<file path="src/rtl/core/irf_pkg.sv">
// Shared types, constants and helper functions of the integer radix formatter.
package irf_pkg;

  // Value and text sizes
  localparam int unsigned VALUE_BITS = 32;
  localparam int unsigned MAX_WIDTH  = 63;
  localparam int unsigned MAX_OUT    = 64;
  localparam int unsigned ND_W       = $clog2(VALUE_BITS + 1);
  localparam int unsigned POS_W      = $clog2(MAX_OUT);
  localparam int unsigned BND_W      = 8;
  localparam int unsigned QDEPTH     = 2;
  localparam int unsigned QPTR_W     = (QDEPTH > 1) ? $clog2(QDEPTH) : 1;
  localparam int unsigned QCNT_W     = $clog2(QDEPTH + 1);

  // Valid radix range
  localparam logic [5:0] BASE_MIN = 6'd2;
  localparam logic [5:0] BASE_MAX = 6'd36;
  localparam logic [5:0] BASE_OCT = 6'd8;
  localparam logic [5:0] BASE_HEX = 6'd16;

  // Format flag bit positions
  localparam int unsigned FLAG_ZEROPAD = 0;
  localparam int unsigned FLAG_SIGNED  = 1;
  localparam int unsigned FLAG_PLUS    = 2;
  localparam int unsigned FLAG_SPACE   = 3;
  localparam int unsigned FLAG_LEFT    = 4;
  localparam int unsigned FLAG_ALT     = 5;
  localparam int unsigned FLAG_UPPER   = 6;

  // ASCII codes
  localparam logic [7:0] CH_NUL     = 8'h00;
  localparam logic [7:0] CH_SPACE   = 8'h20;
  localparam logic [7:0] CH_PLUS    = 8'h2B;
  localparam logic [7:0] CH_MINUS   = 8'h2D;
  localparam logic [7:0] CH_ZERO    = 8'h30;
  localparam logic [7:0] CH_UPPER_A = 8'h41;
  localparam logic [7:0] CH_UPPER_X = 8'h58;
  localparam logic [7:0] CH_LOWER_A = 8'h61;
  localparam logic [7:0] CH_LOWER_X = 8'h78;

  // Scaled reciprocal numerator: 2**VALUE_BITS
  localparam logic [VALUE_BITS:0] RECIP_NUM = {1'b1, {VALUE_BITS{1'b0}}};

  // Classified item passed from the front to the back
  typedef struct packed {
    logic                    bad;
    logic [VALUE_BITS-1:0]   mag;
    logic [5:0]              base;
    logic [5:0]              prec;
    logic signed [BND_W-1:0] room;
    logic                    sign_n;
    logic [7:0]              sign_char;
    logic [1:0]              pfx_n;
    logic                    zero_pad;
    logic                    left;
    logic                    upper;
  } irf_item_t;

  typedef enum logic [2:0] {
    ST_IDLE,
    ST_MUL,
    ST_FIX,
    ST_PAD,
    ST_BOUND,
    ST_EMIT,
    ST_ERR
  } irf_state_e;

  // floor(2**VALUE_BITS / base) for the valid radixes
  function automatic logic [VALUE_BITS-1:0] recip(input logic [5:0] b);
    logic [VALUE_BITS-1:0] r;
    unique case (b)
      6'd2:    r = VALUE_BITS'(RECIP_NUM / 2);
      6'd3:    r = VALUE_BITS'(RECIP_NUM / 3);
      6'd4:    r = VALUE_BITS'(RECIP_NUM / 4);
      6'd5:    r = VALUE_BITS'(RECIP_NUM / 5);
      6'd6:    r = VALUE_BITS'(RECIP_NUM / 6);
      6'd7:    r = VALUE_BITS'(RECIP_NUM / 7);
      6'd8:    r = VALUE_BITS'(RECIP_NUM / 8);
      6'd9:    r = VALUE_BITS'(RECIP_NUM / 9);
      6'd10:   r = VALUE_BITS'(RECIP_NUM / 10);
      6'd11:   r = VALUE_BITS'(RECIP_NUM / 11);
      6'd12:   r = VALUE_BITS'(RECIP_NUM / 12);
      6'd13:   r = VALUE_BITS'(RECIP_NUM / 13);
      6'd14:   r = VALUE_BITS'(RECIP_NUM / 14);
      6'd15:   r = VALUE_BITS'(RECIP_NUM / 15);
      6'd16:   r = VALUE_BITS'(RECIP_NUM / 16);
      6'd17:   r = VALUE_BITS'(RECIP_NUM / 17);
      6'd18:   r = VALUE_BITS'(RECIP_NUM / 18);
      6'd19:   r = VALUE_BITS'(RECIP_NUM / 19);
      6'd20:   r = VALUE_BITS'(RECIP_NUM / 20);
      6'd21:   r = VALUE_BITS'(RECIP_NUM / 21);
      6'd22:   r = VALUE_BITS'(RECIP_NUM / 22);
      6'd23:   r = VALUE_BITS'(RECIP_NUM / 23);
      6'd24:   r = VALUE_BITS'(RECIP_NUM / 24);
      6'd25:   r = VALUE_BITS'(RECIP_NUM / 25);
      6'd26:   r = VALUE_BITS'(RECIP_NUM / 26);
      6'd27:   r = VALUE_BITS'(RECIP_NUM / 27);
      6'd28:   r = VALUE_BITS'(RECIP_NUM / 28);
      6'd29:   r = VALUE_BITS'(RECIP_NUM / 29);
      6'd30:   r = VALUE_BITS'(RECIP_NUM / 30);
      6'd31:   r = VALUE_BITS'(RECIP_NUM / 31);
      6'd32:   r = VALUE_BITS'(RECIP_NUM / 32);
      6'd33:   r = VALUE_BITS'(RECIP_NUM / 33);
      6'd34:   r = VALUE_BITS'(RECIP_NUM / 34);
      6'd35:   r = VALUE_BITS'(RECIP_NUM / 35);
      6'd36:   r = VALUE_BITS'(RECIP_NUM / 36);
      default: r = '0;
    endcase
    return r;
  endfunction

  // Digit value to ASCII, lower or upper case letters
  function automatic logic [7:0] digit_char(input logic [5:0] d, input logic upper);
    logic [7:0] alpha;
    logic [7:0] c;
    alpha = upper ? CH_UPPER_A : CH_LOWER_A;
    if (d < 6'd10) begin
      c = CH_ZERO + {2'b00, d};
    end else begin
      c = alpha + {2'b00, d} - 8'd10;
    end
    return c;
  endfunction

endpackage

</file>
<file path="src/rtl/core/irf_front.sv">
// Front stage: accepts input items, classifies sign, prefix and field room.
module irf_front (
  input  logic                             clk_i,
  input  logic                             rst_ni,
  input  logic                             push_i,
  output logic                             full_o,
  input  logic [irf_pkg::VALUE_BITS-1:0]   value_i,
  input  logic [5:0]                       base_i,
  input  logic [5:0]                       width_i,
  input  logic [5:0]                       precision_i,
  input  logic [6:0]                       format_flags_i,
  output logic                             item_valid_o,
  input  logic                             item_ready_i,
  output irf_pkg::irf_item_t               item_o
);

  logic               valid_q, valid_d;
  irf_pkg::irf_item_t item_q, item_d;
  logic               accept;
  logic               left, neg;
  logic [5:0]         width_sat;

  // Hold while the queue refuses the registered item
  assign full_o       = valid_q & ~item_ready_i;
  assign accept       = push_i & ~full_o;
  assign item_valid_o = valid_q;
  assign item_o       = item_q;

  // Classify the incoming item
  always_comb begin
    left      = format_flags_i[irf_pkg::FLAG_LEFT];
    neg       = format_flags_i[irf_pkg::FLAG_SIGNED] & value_i[irf_pkg::VALUE_BITS-1];
    width_sat = (width_i > 6'(irf_pkg::MAX_WIDTH)) ? 6'(irf_pkg::MAX_WIDTH) : width_i;

    item_d.bad      = (base_i < irf_pkg::BASE_MIN) || (base_i > irf_pkg::BASE_MAX);
    item_d.mag      = neg ? (irf_pkg::VALUE_BITS'(0) - value_i) : value_i;
    item_d.base     = base_i;
    item_d.prec     = precision_i;
    item_d.sign_n   = format_flags_i[irf_pkg::FLAG_SIGNED] &
                      (neg | format_flags_i[irf_pkg::FLAG_PLUS] |
                       format_flags_i[irf_pkg::FLAG_SPACE]);
    item_d.zero_pad = format_flags_i[irf_pkg::FLAG_ZEROPAD] & ~left;
    item_d.left     = left;
    item_d.upper    = format_flags_i[irf_pkg::FLAG_UPPER];

    priority if (neg) begin
      item_d.sign_char = irf_pkg::CH_MINUS;
    end else if (format_flags_i[irf_pkg::FLAG_PLUS]) begin
      item_d.sign_char = irf_pkg::CH_PLUS;
    end else begin
      item_d.sign_char = irf_pkg::CH_SPACE;
    end

    priority if (!format_flags_i[irf_pkg::FLAG_ALT]) begin
      item_d.pfx_n = 2'd0;
    end else if (base_i == irf_pkg::BASE_HEX) begin
      item_d.pfx_n = 2'd2;
    end else if (base_i == irf_pkg::BASE_OCT) begin
      item_d.pfx_n = 2'd1;
    end else begin
      item_d.pfx_n = 2'd0;
    end

    item_d.room = irf_pkg::BND_W'(width_sat) - irf_pkg::BND_W'(item_d.sign_n)
                - irf_pkg::BND_W'(item_d.pfx_n);
  end

  // Advance the valid flag
  always_comb begin
    valid_d = valid_q;
    if (accept) begin
      valid_d = 1'b1;
    end else if (item_ready_i) begin
      valid_d = 1'b0;
    end
  end

  always_ff @(posedge clk_i or negedge rst_ni) begin
    if (!rst_ni) begin
      valid_q <= 1'b0;
    end else begin
      valid_q <= valid_d;
    end
  end

  // Capture the classified item
  always_ff @(posedge clk_i) begin
    if (accept) begin
      item_q <= item_d;
    end
  end

endmodule

</file>
<file path="src/rtl/core/irf_queue.sv">
// Short queue of classified items between the front and the back.
module irf_queue (
  input  logic               clk_i,
  input  logic               rst_ni,
  input  logic               enq_valid_i,
  output logic               enq_ready_o,
  input  irf_pkg::irf_item_t enq_item_i,
  output logic               deq_valid_o,
  input  logic               deq_ready_i,
  output irf_pkg::irf_item_t deq_item_o
);

  irf_pkg::irf_item_t                slot_q [irf_pkg::QDEPTH];
  logic [irf_pkg::QPTR_W-1:0]        wr_ptr_q, rd_ptr_q;
  logic [irf_pkg::QCNT_W-1:0]        count_q;
  logic                              enq, deq;

  assign enq_ready_o = (count_q != irf_pkg::QCNT_W'(irf_pkg::QDEPTH));
  assign deq_valid_o = (count_q != '0);
  assign enq         = enq_valid_i & enq_ready_o;
  assign deq         = deq_valid_o & deq_ready_i;
  assign deq_item_o  = slot_q[rd_ptr_q];

  // Advance pointers and fill count
  always_ff @(posedge clk_i or negedge rst_ni) begin
    if (!rst_ni) begin
      wr_ptr_q <= '0;
      rd_ptr_q <= '0;
      count_q  <= '0;
    end else begin
      if (enq) begin
        wr_ptr_q <= (wr_ptr_q == irf_pkg::QPTR_W'(irf_pkg::QDEPTH - 1)) ? '0 : wr_ptr_q + 1'b1;
      end
      if (deq) begin
        rd_ptr_q <= (rd_ptr_q == irf_pkg::QPTR_W'(irf_pkg::QDEPTH - 1)) ? '0 : rd_ptr_q + 1'b1;
      end
      if (enq && !deq) begin
        count_q <= count_q + 1'b1;
      end else if (deq && !enq) begin
        count_q <= count_q - 1'b1;
      end
    end
  end

  // Write the entering item
  always_ff @(posedge clk_i) begin
    if (enq) begin
      slot_q[wr_ptr_q] <= enq_item_i;
    end
  end

endmodule

</file>
<file path="src/rtl/core/irf_back.sv">
// Back stage: digit conversion by reciprocal multiply, layout and character output.
module irf_back (
  input  logic               clk_i,
  input  logic               rst_ni,
  input  logic               item_valid_i,
  output logic               item_pop_o,
  input  irf_pkg::irf_item_t item_i,
  output logic               out_empty_o,
  input  logic               out_pop_i,
  output logic [7:0]         char_code_o,
  output logic               last_o,
  output logic               bad_base_o
);

  localparam int unsigned VB = irf_pkg::VALUE_BITS;
  localparam int unsigned BW = irf_pkg::BND_W;

  irf_pkg::irf_state_e         state_q, state_d;
  irf_pkg::irf_item_t          item_q;
  logic [VB-1:0]               mag_q, recip_q, qest_q;
  logic [irf_pkg::ND_W-1:0]    nd_q;
  logic [5:0]                  stack_q [VB];
  logic [BW-1:0]               precp_q, pad_q;
  logic [BW-1:0]               b1_q, b2_q, b3_q, b5_q, b6_q;
  logic [irf_pkg::POS_W-1:0]   pos_q, last_pos_q;
  logic                        out_valid_q;
  logic [7:0]                  char_q;
  logic                        last_q, bad_q;

  logic                        out_free;
  logic                        do_load, do_mul, do_fix, do_pad, do_bound, do_emit, do_err;

  // Digit step datapath
  logic [2*VB-1:0]             prod;
  logic [6:0]                  qb7, r7;
  logic                        fix_up;
  logic [5:0]                  dig;
  logic [VB-1:0]               q_next;

  // Layout datapath
  logic [BW-1:0]               nd_x, prec_x, precp;
  logic signed [BW:0]          pad_s;
  logic [BW-1:0]               pad;
  logic [BW-1:0]               lead_n, zpad_n, trail_n;
  logic [BW-1:0]               b1, b2, b3, b5, b6, total;
  logic [irf_pkg::POS_W-1:0]   last_pos;

  // Character select
  logic [BW-1:0]               pos_x;
  logic [7:0]                  emit_char;
  logic                        pop_dig;
  logic                        emit_last;

  assign out_free    = ~out_valid_q | out_pop_i;
  assign out_empty_o = ~out_valid_q;
  assign char_code_o = char_q;
  assign last_o      = last_q;
  assign bad_base_o  = bad_q;

  // One quotient estimate per digit, then a single correction step
  always_comb begin
    prod   = (2*VB)'(mag_q) * (2*VB)'(recip_q);
    qb7    = qest_q[6:0] * 7'(item_q.base);
    r7     = mag_q[6:0] - qb7;
    fix_up = (r7 >= 7'(item_q.base));
    dig    = fix_up ? 6'(r7 - 7'(item_q.base)) : 6'(r7);
    q_next = qest_q + VB'(fix_up);
  end

  // Pad length from the digit count
  always_comb begin
    nd_x   = BW'(nd_q);
    prec_x = BW'(item_q.prec);
    precp  = (nd_x > prec_x) ? nd_x : prec_x;
    pad_s  = {item_q.room[BW-1], item_q.room} - $signed({1'b0, precp});
    pad    = pad_s[BW] ? '0 : pad_s[BW-1:0];
  end

  // Region boundaries of the text
  always_comb begin
    lead_n  = (!item_q.zero_pad && !item_q.left) ? pad_q : '0;
    zpad_n  = item_q.zero_pad ? pad_q : '0;
    trail_n = item_q.left ? pad_q : '0;
    b1      = lead_n;
    b2      = b1 + BW'(item_q.sign_n);
    b3      = b2 + BW'(item_q.pfx_n);
    b6      = b3 + zpad_n + precp_q;
    b5      = b6 - BW'(nd_q);
    total   = b6 + trail_n;
    last_pos = (total > BW'(irf_pkg::MAX_OUT)) ? irf_pkg::POS_W'(irf_pkg::MAX_OUT - 1)
                                               : irf_pkg::POS_W'(total - 1'b1);
  end

  // Pick the character at the current position
  always_comb begin
    pos_x     = BW'(pos_q);
    pop_dig   = 1'b0;
    emit_last = (pos_q == last_pos_q);
    priority if (pos_x < b1_q) begin
      emit_char = irf_pkg::CH_SPACE;
    end else if (pos_x < b2_q) begin
      emit_char = item_q.sign_char;
    end else if (pos_x < b3_q) begin
      emit_char = (pos_x == b2_q) ? irf_pkg::CH_ZERO
                : (item_q.upper ? irf_pkg::CH_UPPER_X : irf_pkg::CH_LOWER_X);
    end else if (pos_x < b5_q) begin
      emit_char = irf_pkg::CH_ZERO;
    end else if (pos_x < b6_q) begin
      emit_char = irf_pkg::digit_char(stack_q[0], item_q.upper);
      pop_dig   = 1'b1;
    end else begin
      emit_char = irf_pkg::CH_SPACE;
    end
  end

  // Sequence one item at a time
  always_comb begin
    state_d    = state_q;
    item_pop_o = 1'b0;
    do_load    = 1'b0;
    do_mul     = 1'b0;
    do_fix     = 1'b0;
    do_pad     = 1'b0;
    do_bound   = 1'b0;
    do_emit    = 1'b0;
    do_err     = 1'b0;
    unique case (state_q)
      irf_pkg::ST_IDLE: begin
        if (item_valid_i) begin
          item_pop_o = 1'b1;
          do_load    = 1'b1;
          state_d    = item_i.bad ? irf_pkg::ST_ERR : irf_pkg::ST_MUL;
        end
      end
      irf_pkg::ST_MUL: begin
        do_mul  = 1'b1;
        state_d = irf_pkg::ST_FIX;
      end
      irf_pkg::ST_FIX: begin
        do_fix  = 1'b1;
        state_d = (q_next == '0) ? irf_pkg::ST_PAD : irf_pkg::ST_MUL;
      end
      irf_pkg::ST_PAD: begin
        do_pad  = 1'b1;
        state_d = irf_pkg::ST_BOUND;
      end
      irf_pkg::ST_BOUND: begin
        do_bound = 1'b1;
        state_d  = irf_pkg::ST_EMIT;
      end
      irf_pkg::ST_EMIT: begin
        if (out_free) begin
          do_emit = 1'b1;
          if (emit_last) begin
            state_d = irf_pkg::ST_IDLE;
          end
        end
      end
      irf_pkg::ST_ERR: begin
        if (out_free) begin
          do_err  = 1'b1;
          state_d = irf_pkg::ST_IDLE;
        end
      end
      default: begin
        state_d = irf_pkg::ST_IDLE;
      end
    endcase
  end

  // State and output valid
  always_ff @(posedge clk_i or negedge rst_ni) begin
    if (!rst_ni) begin
      state_q     <= irf_pkg::ST_IDLE;
      out_valid_q <= 1'b0;
    end else begin
      state_q <= state_d;
      if (do_emit || do_err) begin
        out_valid_q <= 1'b1;
      end else if (out_pop_i) begin
        out_valid_q <= 1'b0;
      end
    end
  end

  // Working registers of the conversion and layout
  always_ff @(posedge clk_i) begin
    if (do_load) begin
      item_q  <= item_i;
      mag_q   <= item_i.mag;
      recip_q <= irf_pkg::recip(item_i.base);
      nd_q    <= '0;
      pos_q   <= '0;
    end
    if (do_mul) begin
      qest_q <= prod[2*VB-1:VB];
    end
    if (do_fix) begin
      mag_q <= q_next;
      nd_q  <= nd_q + 1'b1;
    end
    if (do_pad) begin
      precp_q <= precp;
      pad_q   <= pad;
    end
    if (do_bound) begin
      b1_q       <= b1;
      b2_q       <= b2;
      b3_q       <= b3;
      b5_q       <= b5;
      b6_q       <= b6;
      last_pos_q <= last_pos;
    end
    if (do_emit) begin
      pos_q <= pos_q + 1'b1;
    end
  end

  // Push digits least significant first, pop most significant first
  always_ff @(posedge clk_i) begin
    if (do_fix) begin
      stack_q[0] <= dig;
      for (int i = 1; i < VB; i++) begin
        stack_q[i] <= stack_q[i-1];
      end
    end else if (do_emit && pop_dig) begin
      for (int i = 0; i < VB - 1; i++) begin
        stack_q[i] <= stack_q[i+1];
      end
    end
  end

  // Load the output register
  always_ff @(posedge clk_i) begin
    if (do_emit) begin
      char_q <= emit_char;
      last_q <= emit_last;
      bad_q  <= 1'b0;
    end else if (do_err) begin
      char_q <= irf_pkg::CH_NUL;
      last_q <= 1'b1;
      bad_q  <= 1'b1;
    end
  end

  a_err_is_last : assert property (@(posedge clk_i) disable iff (!rst_ni)
    out_valid_q && bad_q |-> last_q)
    else $error("error result without last");

  a_digit_bound : assert property (@(posedge clk_i) disable iff (!rst_ni)
    state_q == irf_pkg::ST_FIX |-> nd_q < irf_pkg::ND_W'(VB))
    else $error("digit stack overflow");

  a_pos_bound : assert property (@(posedge clk_i) disable iff (!rst_ni)
    state_q == irf_pkg::ST_EMIT |-> pos_q <= last_pos_q)
    else $error("character position past end of text");

endmodule

</file>
<file path="src/rtl/core/integer_radix_formatter.sv">
// Top level of the integer radix formatter: front, item queue and back.
//
//   channel  | handshake    | payload
//   ---------+--------------+------------------------------------------------------
//   input    | push / full  | value_i, base_i, width_i, precision_i, format_flags_i
//   result   | empty / pop  | char_code_o, last_o, bad_base_o
//
// After its transfer an item is registered in the front and then enters the queue.
// The back loads it, runs a reciprocal multiply and a correction step per digit,
// works out the pad and the region boundaries, and emits the characters in order.
// A bad radix skips the conversion and yields a single error character. Reset is
// asynchronous, control state only, no clearing pass. full rises when front register
// and two-entry queue are occupied; an unpopped character in the output register
// stalls the back.
module integer_radix_formatter (
  input  logic                           clk_i,
  input  logic                           rst_ni,
  input  logic                           push,
  output logic                           full,
  input  logic [irf_pkg::VALUE_BITS-1:0] value_i,
  input  logic [5:0]                     base_i,
  input  logic [5:0]                     width_i,
  input  logic [5:0]                     precision_i,
  input  logic [6:0]                     format_flags_i,
  output logic                           empty,
  input  logic                           pop,
  output logic [7:0]                     char_code_o,
  output logic                           last_o,
  output logic                           bad_base_o
);

  irf_pkg::irf_item_t front_item, queue_item;
  logic               front_valid, queue_ready;
  logic               queue_valid, back_pop;

  // Accept and classify
  irf_front u_front (
    .clk_i          (clk_i),
    .rst_ni         (rst_ni),
    .push_i         (push),
    .full_o         (full),
    .value_i        (value_i),
    .base_i         (base_i),
    .width_i        (width_i),
    .precision_i    (precision_i),
    .format_flags_i (format_flags_i),
    .item_valid_o   (front_valid),
    .item_ready_i   (queue_ready),
    .item_o         (front_item)
  );

  // Decouple the two sides
  irf_queue u_queue (
    .clk_i       (clk_i),
    .rst_ni      (rst_ni),
    .enq_valid_i (front_valid),
    .enq_ready_o (queue_ready),
    .enq_item_i  (front_item),
    .deq_valid_o (queue_valid),
    .deq_ready_i (back_pop),
    .deq_item_o  (queue_item)
  );

  // Convert and emit characters
  irf_back u_back (
    .clk_i        (clk_i),
    .rst_ni       (rst_ni),
    .item_valid_i (queue_valid),
    .item_pop_o   (back_pop),
    .item_i       (queue_item),
    .out_empty_o  (empty),
    .out_pop_i    (pop),
    .char_code_o  (char_code_o),
    .last_o       (last_o),
    .bad_base_o   (bad_base_o)
  );

endmodule

</file>
<file path="config.mk">
export PLATFORM = sky130hd
export DESIGN_NAME = integer_radix_formatter
export DESIGN_NICKNAME = d
export VERILOG_FILES = /design/src/rtl/core/irf_pkg.sv /design/src/rtl/core/irf_front.sv /design/src/rtl/core/irf_queue.sv /design/src/rtl/core/irf_back.sv /design/src/rtl/core/integer_radix_formatter.sv
export SDC_FILE = /design/constraint.sdc
export NUM_CORES = 2
export LEC_CHECK = 0
export BUFFER_PORTS_ARGS = -buffer_cell sky130_fd_sc_hd__buf_2
export CORE_ASPECT_RATIO = 0.9
export CORE_MARGIN = 2
export CORE_UTILIZATION = 66
export CTS_CLUSTER_SIZE = 25
export DETAILED_ROUTE_END_ITERATION = 7
export GPL_TIMING_DRIVEN = 0
export PLACE_DENSITY = 0.94
export SYNTH_ARGS = -nofsm -noshare
export SYNTH_HDL_FRONTEND = slang
export SYNTH_SLANG_ARGS = --single-unit
</file>
<file path="constraint.sdc">
create_clock -name clk_i -period 10.1 [get_ports clk_i]
set_input_delay 1.515 -clock clk_i [delete_from_list [all_inputs] [get_ports clk_i]]
set_output_delay 1.515 -clock clk_i [all_outputs]
set_load 0.01 [all_outputs]
</file>
# [After elaboration in Yosys (flattened, before gate mapping)]
# Memory sizes are Yosys's and may differ from the RTL's. A register that Yosys moved wholly into a read port is not among the register bits.
# Index checks and enable logic that the tools add are counted.
[word_totals] elab_cells=257 mem_bits_ro=2048 ramBits=326 regBits=258 mem_count=3
[memory_table] memory="(name not given)" depth=64 word_bits=32 rd=1 rd_ports_with_merged_regs=1 wr=0 line="irf_pkg.sv:72" text="unique case (b)"
[memory_table] memory="u_back.stack_q" depth=32 word_bits=6 rd=32 rd_ports_with_merged_regs=0 wr=32 line="irf_back.sv:22" text="logic [5:0] stack_q [VB];"
[memory_table] memory="u_queue.slot_q" depth=2 word_bits=67 rd=1 rd_ports_with_merged_regs=0 wr=1 line="irf_queue.sv:13" text="irf_pkg::irf_item_t slot_q [irf_pkg::QDEPTH];"
[classes] n_mux=96 n_reduce_logical=20 n_eq_ne=15 n_bitwise=45 add_sub_neg=23 magnitude_cmp=12 mul=2
[ops] op="two-way mux 6 bit" n=39
[ops] op="two-way mux 32 bit" n=3
[ops] op="two-way mux 8 bit" n=12
[ops] op="multiplier 32 x 32 -> 64 bit" n=1
[ops] op="less-than comparator 6 x 8 -> 1 bit" n=5
[ops] op="bitwise OR 1 bit" n=34
[ops] op="adder 32 x 1 -> 32 bit" n=1
[ops] op="logical NOT 32 bit" n=1
[ops] op="subtractor 1 x 32 -> 32 bit (first input constant)" n=1
[ops] op="two-way mux 1 bit" n=30
[ops] op="adder 8 bit" n=3
[ops] op="case mux 3 bit (7 select lines)" n=1
[ops] op="two-way mux 3 bit" n=5
[ops] op="nonzero test 2 bit" n=7
[ops] op="adder 6 x 1 -> 6 bit (second input constant)" n=2
[ops] op="greater-than comparator 6 bit (second input constant)" n=2
[ops] op="two-way mux 2 bit" n=5
[ops] op="equality test 3 bit (second input constant)" n=3
[ops] op="subtractor 9 x 8 -> 9 bit" n=1
[ops] op="adder 8 x 1 -> 8 bit" n=1
[ops] op="adder 8 x 2 -> 8 bit" n=1
[ops] op="adder 8 x 6 -> 8 bit" n=1
[ops] op="equality test 6 x 8 -> 1 bit" n=1
[ops] op="greater-than comparator 8 x 7 -> 1 bit (second input constant)" n=1
[ops] op="31 further kinds" n=52

# [Depth between registers and ports, before layout]
[logic_depth] ltp_word=11 depth_mapped=30 depth_no_buf=29

# [By module]
# From an unflattened synthesis, not the netlist that was laid out.
[hier_totals] hier_cells=5897 hier_area_um2=62399.8
[modules_own_cells] module="irf_back" area_each_um2=54292.1 n_inst=1 cells_per_inst=5448
[modules_own_cells] module="irf_queue" area_each_um2=5119.9 n_inst=1 cells_per_inst=227
[modules_own_cells] module="irf_front" area_each_um2=2987.9 n_inst=1 cells_per_inst=222

# [Worst setup path before layout]
# OpenSTA, ideal clock, no wires.
[synth_timing] path_type="input -> register" start="input port pop" end="memory u_back.stack_q[0][0], enable pin" slack_ps=2597 t_arrival_ps=6950 stages=8 cell_sequence="nand2b_1 -> clkbuf_1 -> nand3_1 -> nor4_1 -> nand3_2 -> buf_6 -> buf_6 -> nand2_1"
[synth_lines] element="start, declared" line="integer_radix_formatter.sv:26" text="input logic pop,"
[synth_lines] element="end, declared" line="irf_back.sv:22"

# [Final worst setup path]
[layout_timing] start="register u_back.recip_q[9]" end="register u_back.qest_q[30] (data pin)"
[layout_between] elab_chain_cells=1
[layout_lines] element="start, declared" line="irf_back.sv:20" text="logic [VB-1:0] mag_q, recip_q, qest_q;"
[layout_lines] element="multiplier 32 x 32 -> 64 bit" line="irf_back.sv:62" text="prod = (2*VB)'(mag_q) * (2*VB)'(recip_q);"
[layout_lines] element="net u_back.prod[62]" line="irf_back.sv:34" text="logic [2*VB-1:0] prod;"
[layout_lines] element="end signal, assigned" line="irf_back.sv:196" text="qest_q <= prod[2*VB-1:VB];"
[layout_lines] element="end, declared" line="irf_back.sv:20"
# The timed path passes the listed nets, and every way through them passes these cells.
# A chain may end at the register's enable or synchronous reset.

==> qor_table.md <==
| Metric | Reported |
| --- | --- |
| Status | finished, violations left |
| Violated checks | max-capacitance violations, max-slew violations, negative setup slack |
| Layout Cells excl Fill | 7311 |
| Dpl cells | 7202 |
| Final core utilization | 70.6% |
| Via count of the first global-routing pass | 47600 |
| Share of the cycle needed by the critical path after routing | 100% |
| Dominant synthesized flop cell | sky130_fd_sc_hd__edfxtp_1 |
| Skew final | 0.0537 ns |
| FILL cells | 6432 |
| Most common cell after layout, fill and taps aside | sky130_fd_sc_hd__inv_1 |
| Post-CTS Setup Bufs | 0 |
| Worst-path clk slew | 0.07 ns |
| Series of cell instances along the critical path | clkdlybuf4s15_1 -> and2_1 -> fa_1 -> fa_1 -> inv_1 -> fa_1 -> fa_1 -> inv_1 -> fa_1 -> fa_1 -> fa_1 -> fa_1 -> ha_1 -> a21oi_1 -> o21ai_0 -> a311oi_2 -> o221ai_1 -> nor3b_1 -> nor2_1 -> o21ai_0 -> a21oi_1 -> xor2_1 |
| Peak clock frequency supported by timing | 99.0 MHz |
| Largest area contributor in the synthesized netlist | sky130_fd_sc_hd__fa_1 |
| Largest cells by area after synthesis | sky130_fd_sc_hd__fa_1 30%, sky130_fd_sc_hd__edfxtp_1 28%, sky130_fd_sc_hd__ha_1 7.7%, sky130_fd_sc_hd__and2_1 6.4%, sky130_fd_sc_hd__inv_1 6.3% |
| Gate Count Post-Synth | 5883 |
| Count of buffering cells on the critical path with inverters included | 3 |
| Post-route cell area | 65500 um^2 |
| Post-DP HPWL | 155000 um |
| Worst slew margin relative to its limit | -7.23% |
| Fraction of the mapped netlist area in adder cells | 37.5% |
| Clk sink count | 594 |
| Worst setup slack after placement | 0.361 ns |
| Final weighted congestion in routability-driven placement | 1.09 |
| Core Box Area | 92800 um^2 |
| Drt drc | 0 |
| Element type at the critical path start | flop |
| Leftover overflow at the end of global routing | 0 |
| Maximum level of the CTS H-tree | 2 |
| Port Buf Inserts | 71 |
| Required time at the endpoint of the critical path | 10.47 ns |
| Die ar. | 96000 um^2 |
| Worst setup path class | flop to flop |
| Simple logic cell fraction of the synthesized area | 14.7% |
| Hold/Removal Path Class | flop to flop |
| Antenna violations before repair | 26 |
| Wire length of the first global-routing pass | 299000 um |
| Max-cap violations | 1 |
| Routed Antenna Nets | 0 |
| Clock tree from TritonCTS | yes |
| Library cells used by synthesis | 80 |
| Multiplexer share of the synthesized area | 3.63% |
| Drt first-iter violations | 6003 |
| Main combinational cell family by area after synthesis | adder cells |
| Final Max Tran Viols | 11 |
| Slowest cell delay on critical path | 0.95 ns |
| Area fraction in compound gates after synthesis | 4.62% |
| Cells on worst reg2reg path | 22 |
| Highest net fanout along the worst path | 10 |
| Mapped Area | 61800 um^2 |
| Standard cell area after detailed placement | 63800 um^2 |
| Sequential fraction of the synthesis area | 28.8% |
| Met2 track utilization from global routing | 63.0% |
| Horizontal extent of the die | 326 um |
| Arrival time at the worst endpoint | 10.47 ns |
| Number of iterations in the first detailed-routing pass | 8 |
| I/O pin total | 73 |
| Initial Utilization | 66.5% |
| TritonCTS Buffers | 51 |
| Routed wirelength normalized by instance count | 27.5 um |
| Overall fraction of global-route tracks in use | 42.7% |
| Share of the synthesized area in the top cell type | 29.9% |
| Instance count on the critical path | 22 |
| Detailed-route via count | 45900 |
| Final critical path time including I/O delays and setup | 10.10 ns |
| Kind of capture point of the worst setup path | flop |
| Final-report setup violation count | 1 |
| Global routing met1 resource utilization | 56.5% |
| Unrepaired setup endpoints after global routing | false |
| Mean area per synthesized cell | 10.5 um^2 |
| Via density | 6.27 |
| Post-layout nets | 7373 |
| Synthesized netlist net count | 7243 |
| Final Worst Setup Slack | -0.00318 ns |
| Total area of multi-input combinational cells | 39000 um^2 |
| Xor and xnor fraction of the mapped netlist area | 2.64% |
| Gate family responsible for the most delay along the worst path | adder cells |
| Crit-path slowest cell | sky130_fd_sc_hd__clkdlybuf4s15_1 |
| Hold Fails Final Rpt | 0 |
| Layout cell share with drive strength beyond 1 | 5.12% |
| Met3 track demand over resource | 14.1% |
| Count of standard-cell rows | 106 |
| Clock tree root buffer cell | sky130_fd_sc_hd__clkbuf_16 |
| Hold Path Stages | 0 |
| Most Frequent Cell on Critical Path | sky130_fd_sc_hd__fa_1 |
| Number of synthesized flops with an enable pin | 584 |
| Largest net degree at the start of global routing | 72 |
| Growth of design area from synthesis to finish | 6.13% |
| Most used cells in the layout excluding fill and tap cells | 1030 x sky130_fd_sc_hd__inv_1, 921 x sky130_fd_sc_hd__fa_1, 853 x sky130_fd_sc_hd__nand2_1 |
| Area taken by flip-flops and latches | 17800 um^2 |
| Synthesis-stage register bit count | 594 |
| Proportion of synthesized flip-flops having asynchronous set or reset | 1.52% |
| GRT Max-Usage Layer | met2 |
| Total Wirelength | 201000 um |
| Slew at the pin closest to its max-slew limit | 1.61 ns |
| Die height | 294 um |
| Clock tree buffer depth | 3 |
| Synth warnings | 0 |
| Clock latency reported for the late side of the worst-skew pair | 0.63 ns |
[per-stage QoR]
step	hold slack [ns]	TNS, ns
6_report	0.441	-0.00318
5_1_grt	0.455	0
4_1_cts	0.441	0
3_5_place_dp	0.431	0
3_3_place_gp	0.422	0
2_1_floorplan	0.421	0
[cells in the mapped netlist (5+ instances only)]
| cell type | number |
|---|---|
| sky130_fd_sc_hd__inv_1 | 1031 |
| sky130_fd_sc_hd__fa_1 | 921 |
| sky130_fd_sc_hd__nand2_1 | 855 |
| sky130_fd_sc_hd__and2_1 | 635 |
| sky130_fd_sc_hd__edfxtp_1 | 584 |
| sky130_fd_sc_hd__ha_1 | 378 |
| sky130_fd_sc_hd__clkbuf_1 | 263 |
| sky130_fd_sc_hd__nor2_1 | 134 |
| sky130_fd_sc_hd__a21oi_1 | 132 |
| sky130_fd_sc_hd__xnor2_1 | 113 |
| sky130_fd_sc_hd__o21ai_0 | 111 |
| sky130_fd_sc_hd__mux2_4 | 85 |
| sky130_fd_sc_hd__xor2_1 | 73 |
| sky130_fd_sc_hd__a21o_1 | 57 |
| sky130_fd_sc_hd__nand3_1 | 55 |
| sky130_fd_sc_hd__mux2i_1 | 39 |
| sky130_fd_sc_hd__mux2_2 | 38 |
| sky130_fd_sc_hd__nor3_1 | 35 |
| sky130_fd_sc_hd__nand2b_1 | 27 |
| sky130_fd_sc_hd__nand4_1 | 27 |
| sky130_fd_sc_hd__nor2b_1 | 22 |
| sky130_fd_sc_hd__a31oi_1 | 18 |
| sky130_fd_sc_hd__o21bai_1 | 17 |
| sky130_fd_sc_hd__and3_1 | 16 |
| sky130_fd_sc_hd__nor4_1 | 15 |
| sky130_fd_sc_hd__o31ai_1 | 15 |
| sky130_fd_sc_hd__a211oi_1 | 14 |
| sky130_fd_sc_hd__o21a_1 | 14 |
| sky130_fd_sc_hd__mux2_1 | 13 |
| sky130_fd_sc_hd__o22ai_1 | 12 |
| sky130_fd_sc_hd__buf_1 | 10 |
| sky130_fd_sc_hd__buf_6 | 10 |
| sky130_fd_sc_hd__dfrtp_1 | 9 |
| sky130_fd_sc_hd__o211ai_1 | 6 |
| sky130_fd_sc_hd__o21ai_1 | 6 |
| sky130_fd_sc_hd__o221ai_1 | 6 |
| sky130_fd_sc_hd__a311oi_1 | 5 |
| sky130_fd_sc_hd__nor3b_1 | 5 |
[worst reg2reg max path, stage by stage (launching register included)]
cell and delay, ns:
sky130_fd_sc_hd__edfxtp_1 0.56, sky130_fd_sc_hd__clkdlybuf4s15_1 0.95, sky130_fd_sc_hd__and2_1 0.49, sky130_fd_sc_hd__fa_1 0.50, sky130_fd_sc_hd__fa_1 0.55, sky130_fd_sc_hd__inv_1 0.06, sky130_fd_sc_hd__fa_1 0.49, sky130_fd_sc_hd__fa_1 0.56
sky130_fd_sc_hd__inv_1 0.06, sky130_fd_sc_hd__fa_1 0.61, sky130_fd_sc_hd__fa_1 0.45, sky130_fd_sc_hd__fa_1 0.52, sky130_fd_sc_hd__fa_1 0.47, sky130_fd_sc_hd__ha_1 0.37, sky130_fd_sc_hd__a21oi_1 0.40, sky130_fd_sc_hd__o21ai_0 0.33
sky130_fd_sc_hd__a311oi_2 0.75, sky130_fd_sc_hd__o221ai_1 0.49, sky130_fd_sc_hd__nor3b_1 0.39, sky130_fd_sc_hd__nor2_1 0.12, sky130_fd_sc_hd__o21ai_0 0.38, sky130_fd_sc_hd__a21oi_1 0.17, sky130_fd_sc_hd__xor2_1 0.18
[sequential cells by signal, indices dropped and copies added, names as in the netlist, 8 cells and up]
name                cells
u_back.b1_q             8
u_back.b2_q             8
u_back.b3_q             8
u_back.b5_q             8
u_back.b6_q             8
u_back.char_code_o      8
u_back.item_q          29
u_back.mag_q           32
u_back.pad_q            8
u_back.qest_q          32
u_back.recip_q         32
u_back.stack_q        192
u_front.item_o         62
u_queue.slot_q        124
[final timing paths]
check                                   start                     to  slack, ns
min reg2reg                u_front.item_o[28]  u_queue.slot_q[1][24]       0.44
max                         u_back.recip_q[9]      u_back.qest_q[30]     -0.003
min in group asynchronous              rst_ni      u_back.state_q[0]       0.75
max in group asynchronous              rst_ni     u_back.out_valid_q       9.14
min                        u_front.item_o[28]  u_queue.slot_q[1][24]       0.44
max reg2reg                 u_back.recip_q[9]      u_back.qest_q[30]     -0.003
[repair_timing]
| item | CTS | global route |
|---|---|---|
| gates resized for setup | 0 | 3 |
| hold buffers | 0 | 0 |
| endpoints found under the setup margin | 0 | 3 |
[kinds of logic after synthesis]
logic type      after synthesis
mux                         175
fa+ha+maj                  1299
xor+xnor                    186
flops                       594
buf+inv                    1320
simple gates               1851
compound gates              458
[layout make-up]
class                      count  area share [%]
multi-input combinational   3969            59.5
timing repair buffer          77           0.741
clock buffer                  53            1.99
sequential                   594            27.1
clock inverter                37           0.527
tap                         1242            2.37
inverter                    1034            5.92
buffer                       286            1.77
antenna                       19          0.0725
[routing by layer]
layer  wire length (um)  share of wire (%)
met3              28700                 14
met4              13900                6.9
met1              73000                 36
met2              85500                 43
met5                 73              0.036
Power is not shown: default switching activity piles up to over one toggle a cycle in this logic, so the estimate is an artifact.
